[config.mk]
export PLATFORM = sky130hd
export DESIGN_NAME = length_prefix_deframer
export DESIGN_NICKNAME = d
export VERILOG_FILES = /design/src/rtl/lpd_pkg.sv /design/src/rtl/lpd_core.sv /design/src/rtl/lpd_out_reg.sv /design/src/rtl/length_prefix_deframer.sv
export SDC_FILE = /design/constraint.sdc
export NUM_CORES = 1
export LEC_CHECK = 0
export ABC_AREA = 1
export ABC_CLOCK_PERIOD_IN_PS = 2600
export BUFFER_PORTS_ARGS = -buffer_cell sky130_fd_sc_hd__clkbuf_2
export CORE_ASPECT_RATIO = 1.4
export CORE_MARGIN = 2
export CORE_UTILIZATION = 40
export CTS_CLUSTER_DIAMETER = 200
export DETAILED_ROUTE_END_ITERATION = 7
export PLACE_DENSITY_LB_ADDON = 0.2
export SLEW_MARGIN = 20
export SYNTH_ARGS = -nofsm -noshare
export SYNTH_HDL_FRONTEND = slang
export SYNTH_HIERARCHICAL = 1
export SYNTH_SLANG_ARGS = --single-unit
[constraint.sdc]
create_clock -name clk_i -period 2.6 [get_ports clk_i]
set_input_delay 0.39 -clock clk_i [delete_from_list [all_inputs] [get_ports clk_i]]
set_output_delay 0.39 -clock clk_i [all_outputs]
set_load 0.02 [all_outputs]
[src/rtl/lpd_pkg.sv]
// ----------------------------------------------------------------------------
// lpd_pkg
// Shared types and constants of the length-prefix deframer.
// ----------------------------------------------------------------------------
package lpd_pkg;

  localparam int unsigned BYTE_W     = 8;
  localparam int unsigned LEN_W      = 13;
  localparam int unsigned IDX_W      = 12;
  localparam int unsigned HDR_BYTES  = 4;
  localparam int unsigned HDR_CNT_W  = 3;

  localparam int unsigned MAX_FRAME_BYTES_DEFAULT = 4096;
  localparam logic [LEN_W-1:0] MAX_PAYLOAD_RESET = 13'd4096;

  typedef enum logic {
    CMD_FEED    = 1'b0,
    CMD_CONSUME = 1'b1
  } cmd_e;

  typedef enum logic [1:0] {
    STATUS_NEED_MORE = 2'd0,
    STATUS_READY     = 2'd1,
    STATUS_MALFORMED = 2'd2
  } status_e;

  typedef struct packed {
    cmd_e              command;
    logic [BYTE_W-1:0] data_byte;
  } lpd_in_t;

  typedef struct packed {
    status_e           status;
    logic              accepted;
    logic              payload_valid;
    logic [BYTE_W-1:0] payload_byte;
    logic [IDX_W-1:0]  payload_index;
    logic [LEN_W-1:0]  payload_length;
    logic              frame_end;
  } lpd_out_t;

endpackage

[src/rtl/lpd_core.sv]
// ----------------------------------------------------------------------------
// lpd_core
// Decoder state, length limit register and the per-byte result logic.
// ----------------------------------------------------------------------------
module lpd_core #(
  parameter int unsigned MaxFrameBytes = lpd_pkg::MAX_FRAME_BYTES_DEFAULT
) (
  input  logic                     clk_i,
  input  logic                     rst_ni,
  input  logic                     fire_i,
  input  lpd_pkg::lpd_in_t         item_i,
  input  logic                     cfg_we_i,
  input  logic [lpd_pkg::LEN_W-1:0] cfg_wdata_i,
  output lpd_pkg::lpd_out_t        result_o
);

  localparam int unsigned LenMax = (1 << lpd_pkg::LEN_W) - 1;
  localparam logic [lpd_pkg::LEN_W-1:0] CapBytes =
    lpd_pkg::LEN_W'((MaxFrameBytes > LenMax) ? LenMax : MaxFrameBytes);
  localparam int unsigned WideW = lpd_pkg::LEN_W + lpd_pkg::BYTE_W;

  logic [lpd_pkg::LEN_W-1:0]     max_len_q;
  logic [lpd_pkg::HDR_CNT_W-1:0] hdr_cnt_q, hdr_cnt_d;
  logic [lpd_pkg::LEN_W-1:0]     shift_q, shift_d;
  logic                          big_q, big_d;
  logic [lpd_pkg::LEN_W-1:0]     frame_len_q, frame_len_d;
  logic [lpd_pkg::LEN_W-1:0]     rcv_q, rcv_d;
  logic                          ready_q, ready_d;

  logic [lpd_pkg::LEN_W-1:0] limit;
  logic [WideW-1:0]          wide;
  logic                      big_next;

  assign limit    = (max_len_q < CapBytes) ? max_len_q : CapBytes;
  assign wide     = {shift_q, item_i.data_byte};
  assign big_next = big_q | (|wide[WideW-1:lpd_pkg::LEN_W]);

  always_comb begin
    hdr_cnt_d   = hdr_cnt_q;
    shift_d     = shift_q;
    big_d       = big_q;
    frame_len_d = frame_len_q;
    rcv_d       = rcv_q;
    ready_d     = ready_q;
    result_o    = '0;
    result_o.status = lpd_pkg::STATUS_NEED_MORE;

    if (item_i.command == lpd_pkg::CMD_CONSUME) begin
      hdr_cnt_d   = '0;
      shift_d     = '0;
      big_d       = 1'b0;
      frame_len_d = '0;
      rcv_d       = '0;
      ready_d     = 1'b0;
    end else if (ready_q) begin
      result_o.status         = lpd_pkg::STATUS_READY;
      result_o.payload_length = frame_len_q;
    end else if (hdr_cnt_q != lpd_pkg::HDR_CNT_W'(lpd_pkg::HDR_BYTES)) begin
      result_o.accepted = 1'b1;
      shift_d   = wide[lpd_pkg::LEN_W-1:0];
      big_d     = big_next;
      hdr_cnt_d = hdr_cnt_q + 1'b1;
      if (hdr_cnt_q == lpd_pkg::HDR_CNT_W'(lpd_pkg::HDR_BYTES - 1)) begin
        if (big_next || (shift_d == '0) || (shift_d > limit)) begin
          hdr_cnt_d   = '0;
          shift_d     = '0;
          big_d       = 1'b0;
          frame_len_d = '0;
          rcv_d       = '0;
          ready_d     = 1'b0;
          result_o.status = lpd_pkg::STATUS_MALFORMED;
        end else begin
          frame_len_d             = shift_d;
          rcv_d                   = '0;
          result_o.payload_length = shift_d;
        end
      end
    end else begin
      result_o.accepted       = 1'b1;
      result_o.payload_valid  = 1'b1;
      result_o.payload_byte   = item_i.data_byte;
      result_o.payload_index  = rcv_q[lpd_pkg::IDX_W-1:0];
      result_o.payload_length = frame_len_q;
      rcv_d = rcv_q + 1'b1;
      if (rcv_d >= frame_len_q) begin
        ready_d            = 1'b1;
        result_o.status    = lpd_pkg::STATUS_READY;
        result_o.frame_end = 1'b1;
      end
    end
  end

  always_ff @(posedge clk_i or negedge rst_ni) begin
    if (!rst_ni) begin
      max_len_q   <= lpd_pkg::MAX_PAYLOAD_RESET;
      hdr_cnt_q   <= '0;
      shift_q     <= '0;
      big_q       <= 1'b0;
      frame_len_q <= '0;
      rcv_q       <= '0;
      ready_q     <= 1'b0;
    end else begin
      if (cfg_we_i) begin
        max_len_q <= cfg_wdata_i;
      end
      if (fire_i) begin
        hdr_cnt_q   <= hdr_cnt_d;
        shift_q     <= shift_d;
        big_q       <= big_d;
        frame_len_q <= frame_len_d;
        rcv_q       <= rcv_d;
        ready_q     <= ready_d;
      end
    end
  end

endmodule

[src/rtl/lpd_out_reg.sv]
// ----------------------------------------------------------------------------
// lpd_out_reg
// Result register with valid/stall handshake toward the downstream side.
// ----------------------------------------------------------------------------
module lpd_out_reg (
  input  logic              clk_i,
  input  logic              rst_ni,
  input  logic              in_valid_i,
  output logic              in_stall_o,
  input  lpd_pkg::lpd_out_t result_i,
  output logic              out_valid_o,
  input  logic              out_stall_i,
  output lpd_pkg::lpd_out_t out_data_o
);

  logic              valid_q;
  lpd_pkg::lpd_out_t data_q;
  logic              load;

  assign in_stall_o  = valid_q & out_stall_i;
  assign load        = in_valid_i & ~in_stall_o;
  assign out_valid_o = valid_q;
  assign out_data_o  = data_q;

  always_ff @(posedge clk_i or negedge rst_ni) begin
    if (!rst_ni) begin
      valid_q <= 1'b0;
    end else if (load) begin
      valid_q <= 1'b1;
    end else if (!out_stall_i) begin
      valid_q <= 1'b0;
    end
  end

  always_ff @(posedge clk_i) begin
    if (load) begin
      data_q <= result_i;
    end
  end

endmodule

[src/rtl/length_prefix_deframer.sv]
// ----------------------------------------------------------------------------
// length_prefix_deframer
// Byte-stream deframer for a 32-bit big-endian length prefix.
// ----------------------------------------------------------------------------
// One byte or consume command is taken per cycle while the output side does
// not stall, and each transaction yields exactly one result, visible in the
// output register on the cycle after it is accepted. The decoder state update
// and the result are computed combinationally between the state registers and
// the output register, so the block sustains one transaction per clock. A
// stalled output holds its result and stalls the input in the same cycle. The
// length limit is the smaller of the configuration register and MaxFrameBytes;
// it should be written only while no transaction is in flight.
module length_prefix_deframer #(
  parameter int unsigned MaxFrameBytes = lpd_pkg::MAX_FRAME_BYTES_DEFAULT
) (
  input  logic                      clk_i,
  input  logic                      rst_ni,
  input  logic                      in_valid_i,
  output logic                      in_stall_o,
  input  lpd_pkg::lpd_in_t          in_data_i,
  output logic                      out_valid_o,
  input  logic                      out_stall_i,
  output lpd_pkg::lpd_out_t         out_data_o,
  input  logic                      cfg_we_i,
  input  logic [lpd_pkg::LEN_W-1:0] cfg_wdata_i
);

  lpd_pkg::lpd_out_t result;
  logic              fire;

  assign fire = in_valid_i & ~in_stall_o;

  lpd_core #(
    .MaxFrameBytes(MaxFrameBytes)
  ) u_core (
    .clk_i       (clk_i),
    .rst_ni      (rst_ni),
    .fire_i      (fire),
    .item_i      (in_data_i),
    .cfg_we_i    (cfg_we_i),
    .cfg_wdata_i (cfg_wdata_i),
    .result_o    (result)
  );

  lpd_out_reg u_out_reg (
    .clk_i       (clk_i),
    .rst_ni      (rst_ni),
    .in_valid_i  (in_valid_i),
    .in_stall_o  (in_stall_o),
    .result_i    (result),
    .out_valid_o (out_valid_o),
    .out_stall_i (out_stall_i),
    .out_data_o  (out_data_o)
  );

endmodule
=== Yosys cells after proc, flatten, opt, wreduce, memory -nomap -nowiden ===
Index checks and enable logic that the tools add are counted.

* Word-level logic and storage cells: 80
* Flip-flop bits (word level): 96
* Output and inout port bits: 40
* Input bits: 27

* Reductions and logical operators: 11
* Mux-type cells: 39
* Order comparisons: 3
* Add/subtract/negate cells: 2
* Bitwise operators: 4
* Equal/unequal tests: 5

{| class="wikitable"
|+ Operators with widths
! kind !! count
|-
| two-way mux 13 bit || 17
|-
| two-way mux 21 bit || 1
|-
| two-way mux 3 bit || 6
|-
| adder 13 x 1 -> 13 bit, second input constant || 1
|-
| greater-or-equal comparator 13 bit || 1
|-
| greater-than comparator 13 bit || 1
|-
| logical NOT 13 bit || 1
|-
| less-than comparator 13 bit, second input constant || 1
|-
| two-way mux 1 bit || 13
|-
| OR reduction 8 bit || 1
|-
| != test 3 bit, second input constant || 2
|-
| AND reduction 3 bit || 2
|-
| two-way mux 2 bit || 2
|-
| AND reduction 4 bit || 1
|-
| nonzero test 2 bit || 2
|-
| adder 3 x 1 -> 3 bit, second input constant || 1
|-
| equality test 3 x 2 -> 1 bit, second input constant || 1
|-
| OR reduction 3 bit || 1
|-
| bitwise AND 1 bit || 2
|-
| logical OR 1 bit || 2
|-
| != test 2 x 1 -> 1 bit, second input constant || 1
|-
| != test 2 bit, second input constant || 1
|-
| OR reduction 2 bit || 1
|-
| inverter 1 bit || 1
|-
| OR 1 bit || 1
|}

=== Depth between registers and ports, before layout ===
Gate-level depths: netlist of run 1.

* Depth after elaboration: 9
* Depth in mapped cells: 19
* Mapped depth without buffers: 18

=== Hierarchy ===
The synthesis of run 1 kept the hierarchy.

{| class="wikitable"
|+ Modules (own cells, without submodules)
! module !! area each (um2) !! times used !! cells an instance
|-
| lpd_core || 3940.0 || 1 || 503
|-
| lpd_out_reg || 1186.1 || 1 || 44
|-
| length_prefix_deframer || 10.0 || 1 || 2
|}

=== Least setup slack after synthesis of run 1 ===
OpenSTA, ideal clock, no wires.

* Kind: register -> register
* Start: register u_out_reg.valid_q, in the netlist u_out_reg/out_valid_o
* End: register u_out_reg.data_q, in the netlist u_out_reg/out_data_o[0], enable pin
* Setup slack: -228 ps
* Cell stages (with the launch flop): 2
* Clock period less this slack: 2828 ps
* Library setup time: 446 ps
* Buffers on the path: 0
* Arrival: 2382 ps
* Path through: dfrtp_1 -> a21oi_1

* Word-level cells in the longest chain between the ends: 3

{| class="wikitable"
|+ RTL lines
! element !! line !! text
|-
| start: declaration || lpd_out_reg.sv:16 || <nowiki>logic valid_q;</nowiki>
|-
| start signal: assignment || lpd_out_reg.sv:27 || <nowiki>valid_q <= 1'b0;</nowiki>
|-
| start signal: assignment || lpd_out_reg.sv:29 || <nowiki>valid_q <= 1'b1;</nowiki>
|-
| start signal: assignment || lpd_out_reg.sv:31 || <nowiki>valid_q <= 1'b0;</nowiki>
|-
| bitwise AND 1 bit || lpd_out_reg.sv:20 || <nowiki>assign in_stall_o = valid_q & out_stall_i;</nowiki>
|-
| inverter 1 bit || lpd_out_reg.sv:21 || <nowiki>assign load = in_valid_i & ~in_stall_o;</nowiki>
|-
| bitwise AND 1 bit || lpd_out_reg.sv:21 ||
|-
| named net u_out_reg.load || lpd_out_reg.sv:18 || <nowiki>logic load;</nowiki>
|-
| end signal: assignment || lpd_out_reg.sv:37 || <nowiki>data_q <= result_i;</nowiki>
|-
| end: declaration || lpd_out_reg.sv:17 || <nowiki>lpd_pkg::lpd_out_t data_q;</nowiki>
|}

The timed path passes the listed nets, and every way through them passes these cells.
A chain may end at the register's enable or synchronous reset.

=== Final worst setup path of run 1 ===
* Start: register u_core/rcv_q[1] (netlist bit)
* End: register u_out_reg.data_q, in the netlist u_out_reg/out_data_o[0] (data pin)

* Word-level cells in the longest chain between the ends: 4

{| class="wikitable"
|+ RTL lines
! element !! line !! text
|-
| start: declaration || lpd_core.sv:27 || <nowiki>logic [lpd_pkg::LEN_W-1:0] rcv_q, rcv_d;</nowiki>
|-
| start signal: assignment || lpd_core.sv:111 || <nowiki>rcv_q <= rcv_d;</nowiki>
|-
| adder 13 x 1 -> 13 bit || lpd_core.sv:84 || <nowiki>rcv_d = rcv_q + 1'b1;</nowiki>
|-
| greater-or-equal comparator 13 bit || lpd_core.sv:85 || <nowiki>if (rcv_d >= frame_len_q) begin</nowiki>
|-
| two-way mux 1 bit || lpd_core.sv:85 ||
|-
| two-way mux 1 bit || n/a ||
|}

Every way passes these cells.

==> run metrics, run 1 <==
area growth from synthesis to layout 16.7%; dpl cells ~760; CORE AREA 0.0127 mm^2; via/cell ratio 5.19; Fin. Hold Viols 0; PortBufs 66; min Tclk post-route 2.52 ns; clk buf depth 2; Syn Area/Cell 9.36 um^2; Worst Setup Path Type reg -> reg; CTS tree done; Fillers 1230; Final Util 0.472; site row count 49; CTS root buf clkbuf_16; GP Congestion around 0.86; Worst setup EP type register; run status complete, no violations; RSZ-0062 raised after global routing yes; LEAKAGE between 2 and 3 nW; layout cells sized above 1 0.264; vias in the first global route between 4k and 5k; Synthesized Nets between 600 and 700; commonest non-fill, non-tap cell in the layout nand2_1; CP startpoint kind register; Clock Latency Late Sink 0.35 ns; Synth Flop Type dfrtp_1; cell area after synthesis about 0.0051 mm^2; Reg2Reg Launch Point u_core/rcv_q[1]; Async SR Flop Fraction 0.604; DRT Pass-1 Iters 5; Final Slew Violations 0; Tightest Hold Check Type in -> async; Worst slew margin 0.481; Initial DRC Count roughly 260; overflow left after global routing 0; Die Height 138 um; PD cells 655 mW/mm^2; Yosys warning count 6; Initial Util 0.405; Ant. Diodes 0; VDD IR max slightly above 0.3 mV; Synth Register Bits 96; initial antenna violation count 0; GRT Util Overall 0.186; Setup Viol. Count Final 0; Die ar. 0.0138 mm^2; final worst path period share 0.970; H-tree depth 3; CTS buffer count 9; crit-path max FO 3; worst path arrival time 2.73 ns; R2R depth 17; register area share after synthesis 0.505; clock slew at reported path FFs ~0.070 ns; wirelength, routed 12.2 mm; post-synthesis cell type count 40; Worst Skew 0.00961 ns; Routed Antenna Nets 0; Post-synth EDFFs 38; DR vias 4056; reg2reg end u_out_reg/out_data_o[0]; Gate Count Post-Synth 549; first-pass GRT wire length 20.1 mm; worst-margin pin slew 0.779 ns; Die Wd 99.8 um; largest net degree at the start of global routing slightly below 60; Worst EP required 2.80 ns; WL per Instance 15.6 um; fmax just under 0.4 GHz; most frequent cells in the layout nand2_1 (119), clkbuf_2 (66), inv_1 (61); DRC 0; total clock sinks 96; Worst R2R Setup Slack 0.08 ns; Max Cap Viol 0; fin cells 781; Post-DP HPWL a little over 9 mm; Net count, final about 680; I/O Pins 67
[sequential cells by signal, indices dropped and copies added (netlist names)]
register	cells
u_out_reg/out_data_o	38
u_core/frame_len_q	13
u_core/max_len_q	13
u_core/rcv_q	13
u_core/shift_q	13
u_core/hdr_cnt_q	3
u_core/big_q	1
u_core/ready_q	1
u_out_reg/out_valid_o	1
[critical path, stage by stage (launching register included)]
cell and delay [ns]:
dfrtp_1 0.36, ha_2 0.20, nand2_2 0.07, nor2_4 0.14, nand3_4 0.09, nor2_4 0.14
nand3_2 0.08, or2_0 0.22, nand2_1 0.10, inv_2 0.05, ha_4 0.27, nand2_1 0.06
nor2_1 0.13, nand2_1 0.06, o21bai_1 0.15, nand3_1 0.10, nand2_2 0.07, nor2_1 0.09
[through the flow]
step / total power, mW / TNS [ns] / worst slack [ns] / instance area, um^2 / hold WS [ns]
floorplan: 2.44 / 0 / 0.0166 / 5140 / 0.0944
global placement: 2.65 / 0 / 0.0772 / 5640 / 0.463
detailed placement: 2.67 / 0 / 0.0155 / 5640 / 0.466
CTS: 3.94 / 0 / 0.0111 / 5920 / 0.231
global route: 4.15 / -0.219 / -0.0783 / 5990 / 0.250
finish: 3.92 / 0 / 0.0784 / 5990 / 0.203
[final cells by class]
type,instances,area [um^2],share of cell area
sequential,96,2590,0.433
multi-input combinational,359,2180,0.364
timing repair buffer,84,465,0.0777
inverter,73,283,0.0472
clock buffer,9,225,0.0376
tap,153,191,0.0319
clock inverter,7,53.8,0.00898
[how the worst max path moves through the flow]
stage / depth (start not counted) / to / start
2_1_floorplan: 19 / u_out_reg/out_data_o[36] / u_core/rcv_q[0]
3_3_place_gp: 18 / u_out_reg/out_data_o[0] / u_core/rcv_q[1]
3_5_place_dp: 18 / u_out_reg/out_data_o[0] / u_core/rcv_q[1]
4_1_cts: 18 / u_out_reg/out_data_o[0] / u_core/rcv_q[1]
5_1_grt: 18 / u_out_reg/out_data_o[0] / u_core/rcv_q[0]
6_report: 17 / u_out_reg/out_data_o[0] / u_core/rcv_q[1]
[power breakdown]
part / internal, mW / total [mW] / switching, mW
logic: 0.289 / 0.867 / 0.579
clock network: 0.659 / 1.26 / 0.599
registers: 1.71 / 1.80 / 0.0849
total: 2.66 / 3.92 / 1.26
[routing by layer]
layer | share of wire | track usage | routed length (um)
met5 | 0 | 0 | 0
met4 | 0.034 | 0.0923 | 412
met3 | 0.032 | 0.0288 | 390
met2 | 0.55 | 0.337 | 6730
met1 | 0.38 | 0.209 | 4660
[cell families after synthesis]
group | share of synthesized area
AND/OR/NAND/NOR | 0.248
buffers and inverters | 0.0811
AO/OA/AOI/OAI | 0.0663
multiplexers | 0.0241
XOR/XNOR | 0.00512
flip-flops | 0.505
adder cells (fa/ha/maj) | 0.0706
[cell usage after synthesis (2+ instances only)]
| cell | count | area (um^2) |
|---|---|---|
| buf_6 | 3 | 33.8 |
| buf_2 | 7 | 35.0 |
| nor2_4 | 2 | 22.5 |
| inv_4 | 2 | 12.5 |
| nand4_1 | 35 | 219 |
| mux2_2 | 11 | 124 |
| nand2_2 | 2 | 12.5 |
| clkbuf_1 | 6 | 22.5 |
| nand3_1 | 16 | 80.1 |
| or2_2 | 2 | 12.5 |
| nor3_1 | 5 | 25.0 |
| nand3_2 | 12 | 120 |
| o21ai_0 | 13 | 65.1 |
| inv_2 | 8 | 30.0 |
| ha_1 | 29 | 363 |
| nand2_1 | 121 | 454 |
| edfxtp_1 | 38 | 1140 |
| o21ai_1 | 11 | 55.1 |
| xor2_1 | 3 | 26.3 |
| a21oi_1 | 25 | 125 |
| nor2_2 | 7 | 43.8 |
| dfrtp_1 | 57 | 1430 |
| o22ai_1 | 10 | 62.6 |
| nor2_1 | 40 | 150 |
| nand2_4 | 5 | 56.3 |
| buf_4 | 3 | 22.5 |
| inv_1 | 63 | 236 |
[repair_timing]
action | in CTS | in global routing
endpoints found under the setup margin | 0 | 14
hold buffers | 0 | 0
resized for setup | 0 | 11
buffers inserted | 0 | 3
Note: power is estimated with default switching activity, not from simulation.
==> run 2, diff against run 1 <==
--- a/config.mk
+++ b/config.mk
@@ -5,7 +5,6 @@
 export SDC_FILE = /design/constraint.sdc
 export NUM_CORES = 1
 export LEC_CHECK = 0
-export ABC_AREA = 1
 export ABC_CLOCK_PERIOD_IN_PS = 2600
 export BUFFER_PORTS_ARGS = -buffer_cell sky130_fd_sc_hd__clkbuf_2
 export CORE_ASPECT_RATIO = 1.4
==> run 2 against run 1 <==
Against the previous run:
- the run now ends with setup timing left
- highest routed layer unchanged
- register-to-register slack lost 0.16 ns
- setup slack lost 0.16 ns
- clock-buffer cell count grew 5
==> run metrics, run 2 <==
Ant. Diodes 0 (unchanged); CTS tree done; count leader, synth nand2_1; Post-DP HPWL 8.87 mm (-2.2%); most frequent cells in the layout clkbuf_2 (66), buf_4 (57), dfrtp_1 (57); CP startpoint kind register; overflow left after global routing 0 (unchanged); Fillers 998 (-19%); clock slew at reported path FFs 0.06 ns (about the same); CTS root buf clkbuf_16; commonest non-fill, non-tap cell in the layout clkbuf_2; Worst Skew 0.00660 ns (-0.00301 ns); CP Cell Sequence ha_4 > nand2_4 > nor2_4 > and3_4 > xor2_4 > ha_4 > and3_4 > a221o_1 > a221oi_2 > o21a_1 > a21boi_1; post-synthesis cell type count 50 (+25%); Gate Count Post-Synth 433 (-21%); CORE AREA 0.0118 mm^2 (-6.9%); WP buf/inv 0 (-1); final worst slack -0.0796 ns (-0.158 ns); GRT Util Overall 0.194 (+0.00767); Worst slew margin 0.481 (+0.000518); Die Height 134 um (-3.0%); Post-synth EDFFs 38 (unchanged); DRC 0 (unchanged); CP max stage cell dfrtp_1; Final Util 0.578 (+0.105); wirelength, routed 12.9 mm (+5.7%); CTS buffer count 9 (unchanged); I/O Pins 67 (unchanged); largest net degree at the start of global routing 46 (-22%); Net count, final 615 (-9.4%); area growth from synthesis to layout 41.4%; Die Wd 96.8 um (-2.9%); VDD IR max 0.301 mV (-3.0%); cell accounting for the most synthesized area dfrtp_1; initial antenna violation count 0 (unchanged); Register Area 0.00259 mm^2 (about the same); Final Slew Violations 0 (unchanged); Tightest Hold Check Type in -> reg; Synth Register Bits 96 (unchanged); post-synth top area share 0.295 (+0.0178); Initial DRC Count 187 (-29%); total clock sinks 96 (unchanged); DP Area 0.00574 mm^2 (+1.7%); RSZ-0062 raised after global routing yes; fin cells 711 (-9.0%); Fin. Hold Viols 0 (unchanged); area of the multi-input gates 0.00266 mm^2 (+22%); min Tclk post-route 2.68 ns (+0.158 ns); Die ar. 0.0130 mm^2 (-5.8%); Syn Area/Cell 11.1 um^2 (+19%); Synthesized Nets 489 (-19%); H-tree depth 3 (unchanged); Yosys warning count 6 (unchanged); fmax 0.373 GHz (-5.9%); Initial Util 0.408 (+0.00367); top cells by area, synth dfrtp_1 (30%), edfxtp_1 (24%), ha_1 (7.5%); Finished Cell Area 0.00683 mm^2 (+14%); Synth Flop Type dfrtp_1; register area share after synthesis 0.537 (+0.0323); clk buf depth 2 (unchanged); most instantiated cells after synthesis nand2_1 (60), dfrtp_1 (57), edfxtp_1 (38); worst path arrival time 2.77 ns (+0.04 ns); run status finished, violations left; via/cell ratio 5.41 (+4.2%); final worst path period share 1.03 (+0.0608); GP Congestion 0.824 (-4.6%); Async SR Flop Fraction 0.604 (unchanged); worst-margin pin slew 0.773 ns (-0.00596 ns); WL per Instance 18.1 um (+16%); first-pass GRT wire length 19.9 mm (-1.4%); layout cells sized above 1 0.415 (+0.151); PD cells 565 mW/mm^2 (-14%); Worst Setup Path Type reg -> reg; Worst setup EP type register; Routed Antenna Nets 0 (unchanged); Setup Viol. Count Final 17 (+17); LEAKAGE 2.95 nW (+4.5%); PortBufs 66 (unchanged); failing checks setup timing; crit-path max FO 3 (unchanged); dpl cells 678 (-11%); Max stage delay on crit path 0.41 ns (+0.05 ns); Largest register FFs 38 (unchanged); cell area after synthesis 0.00483 mm^2 (-6.0%); Worst EP required 2.69 ns (-0.11 ns); vias in the first global route 3981 (-2.9%); Crit path max-delay family compound AO/OA/AOI/OAI gates; Clock Latency Late Sink 0.34 ns (about the same); DR vias 3848 (-5.1%); site row count 47 (-4.1%); DRT Pass-1 Iters 4 (-1); Max Cap Viol 0 (unchanged)
[run 2: cell types whose count changed after synthesis, sizes merged, moves of 11 or more]
cell and delta:
a21oi -17, and2 +22, buf -11, clkbuf +11
inv -40, nand2 -68, nand3 -17, nand4 -30
nor2 -34, o31ai +23
[run 2: cell type report]
| type | instances | area share |
|---|---|---|
| Multi-Input combinational cell | 284 | 0.389 |
| Sequential cell | 96 | 0.380 |
| Timing Repair Buffer | 135 | 0.141 |
| Clock buffer | 14 | 0.0387 |
| Tap cell | 147 | 0.0269 |
| Inverter | 33 | 0.0185 |
| Clock inverter | 2 | 0.00550 |
[run 2: final timing paths]
check / startpoint / to / slack, ns / cells after the start
worst max-delay path: u_core/rcv_q[0] / u_out_reg/out_data_o[36] / -0.08 / 11
worst min-delay path: in_valid_i / u_out_reg/out_valid_o / 0.28 / 2
worst max register to register: u_core/rcv_q[0] / u_out_reg/out_data_o[36] / -0.08 / 11
worst min register to register: u_core/max_len_q[0] / u_core/max_len_q[0] / 0.51 / 1
max in group asynchronous: rst_ni / u_core/frame_len_q[8] / 1.46 / 3
min in group asynchronous: rst_ni / u_core/max_len_q[1] / 0.52 / 2
[run 2: logic make-up after synthesis]
| family | Yosys count | synth area share |
|---|---|---|
| xor+xnor | 11 | 0.0200 |
| simple gates | 138 | 0.143 |
| compound gates | 93 | 0.151 |
| flops | 96 | 0.537 |
| mux | 12 | 0.0280 |
| buf+inv | 54 | 0.0461 |
| fa+ha+maj | 29 | 0.0752 |
[run 2: stage by stage]
step	hold slack [ns]	power (mW)	worst slack, ns	TNS [ns]
final	0.277	3.86	-0.0796	-0.557
after global routing	0.274	4.02	-0.221	-3.75
after CTS	0.259	3.72	-0.149	-0.399
after detailed placement	0.345	2.32	-0.272	-7.66
after global placement	0.337	2.30	-0.444	-8.57
after floorplan	0.0944	2.07	-0.0812	-0.0812
[run 2: routing by layer]
| layer | vias up | routed length (um) | share of wire | track usage |
|---|---|---|---|---|
| li1 | 1814 | - | - | - |
| met1 | 1926 | 4710 | 0.37 | 0.196 |
| met2 | 85 | 7450 | 0.58 | 0.384 |
| met3 | 23 | 418 | 0.032 | 0.0386 |
| met4 | 0 | 316 | 0.025 | 0.0790 |
| met5 | - | 0 | 0 | 0 |
[run 2: what timing repair did]
action	in CTS	in global routing
pin swaps	13	22
hold buffers	1	0
gates cloned	2	1
setup endpoints to repair	45	44
setup buffers	7	6
resized for setup	25	68
hold endpoints to repair	12	0
[run 2: power by group]
| part | leakage, nW | internal [mW] | total, mW | switching, mW |
|---|---|---|---|---|
| Sequential | 1.14 | 1.67 | 1.73 | 0.0623 |
| Clock | 0.143 | 0.800 | 1.34 | 0.543 |
| Combinational | 1.67 | 0.322 | 0.784 | 0.461 |
| Total | 2.95 | 2.79 | 3.86 | 1.07 |
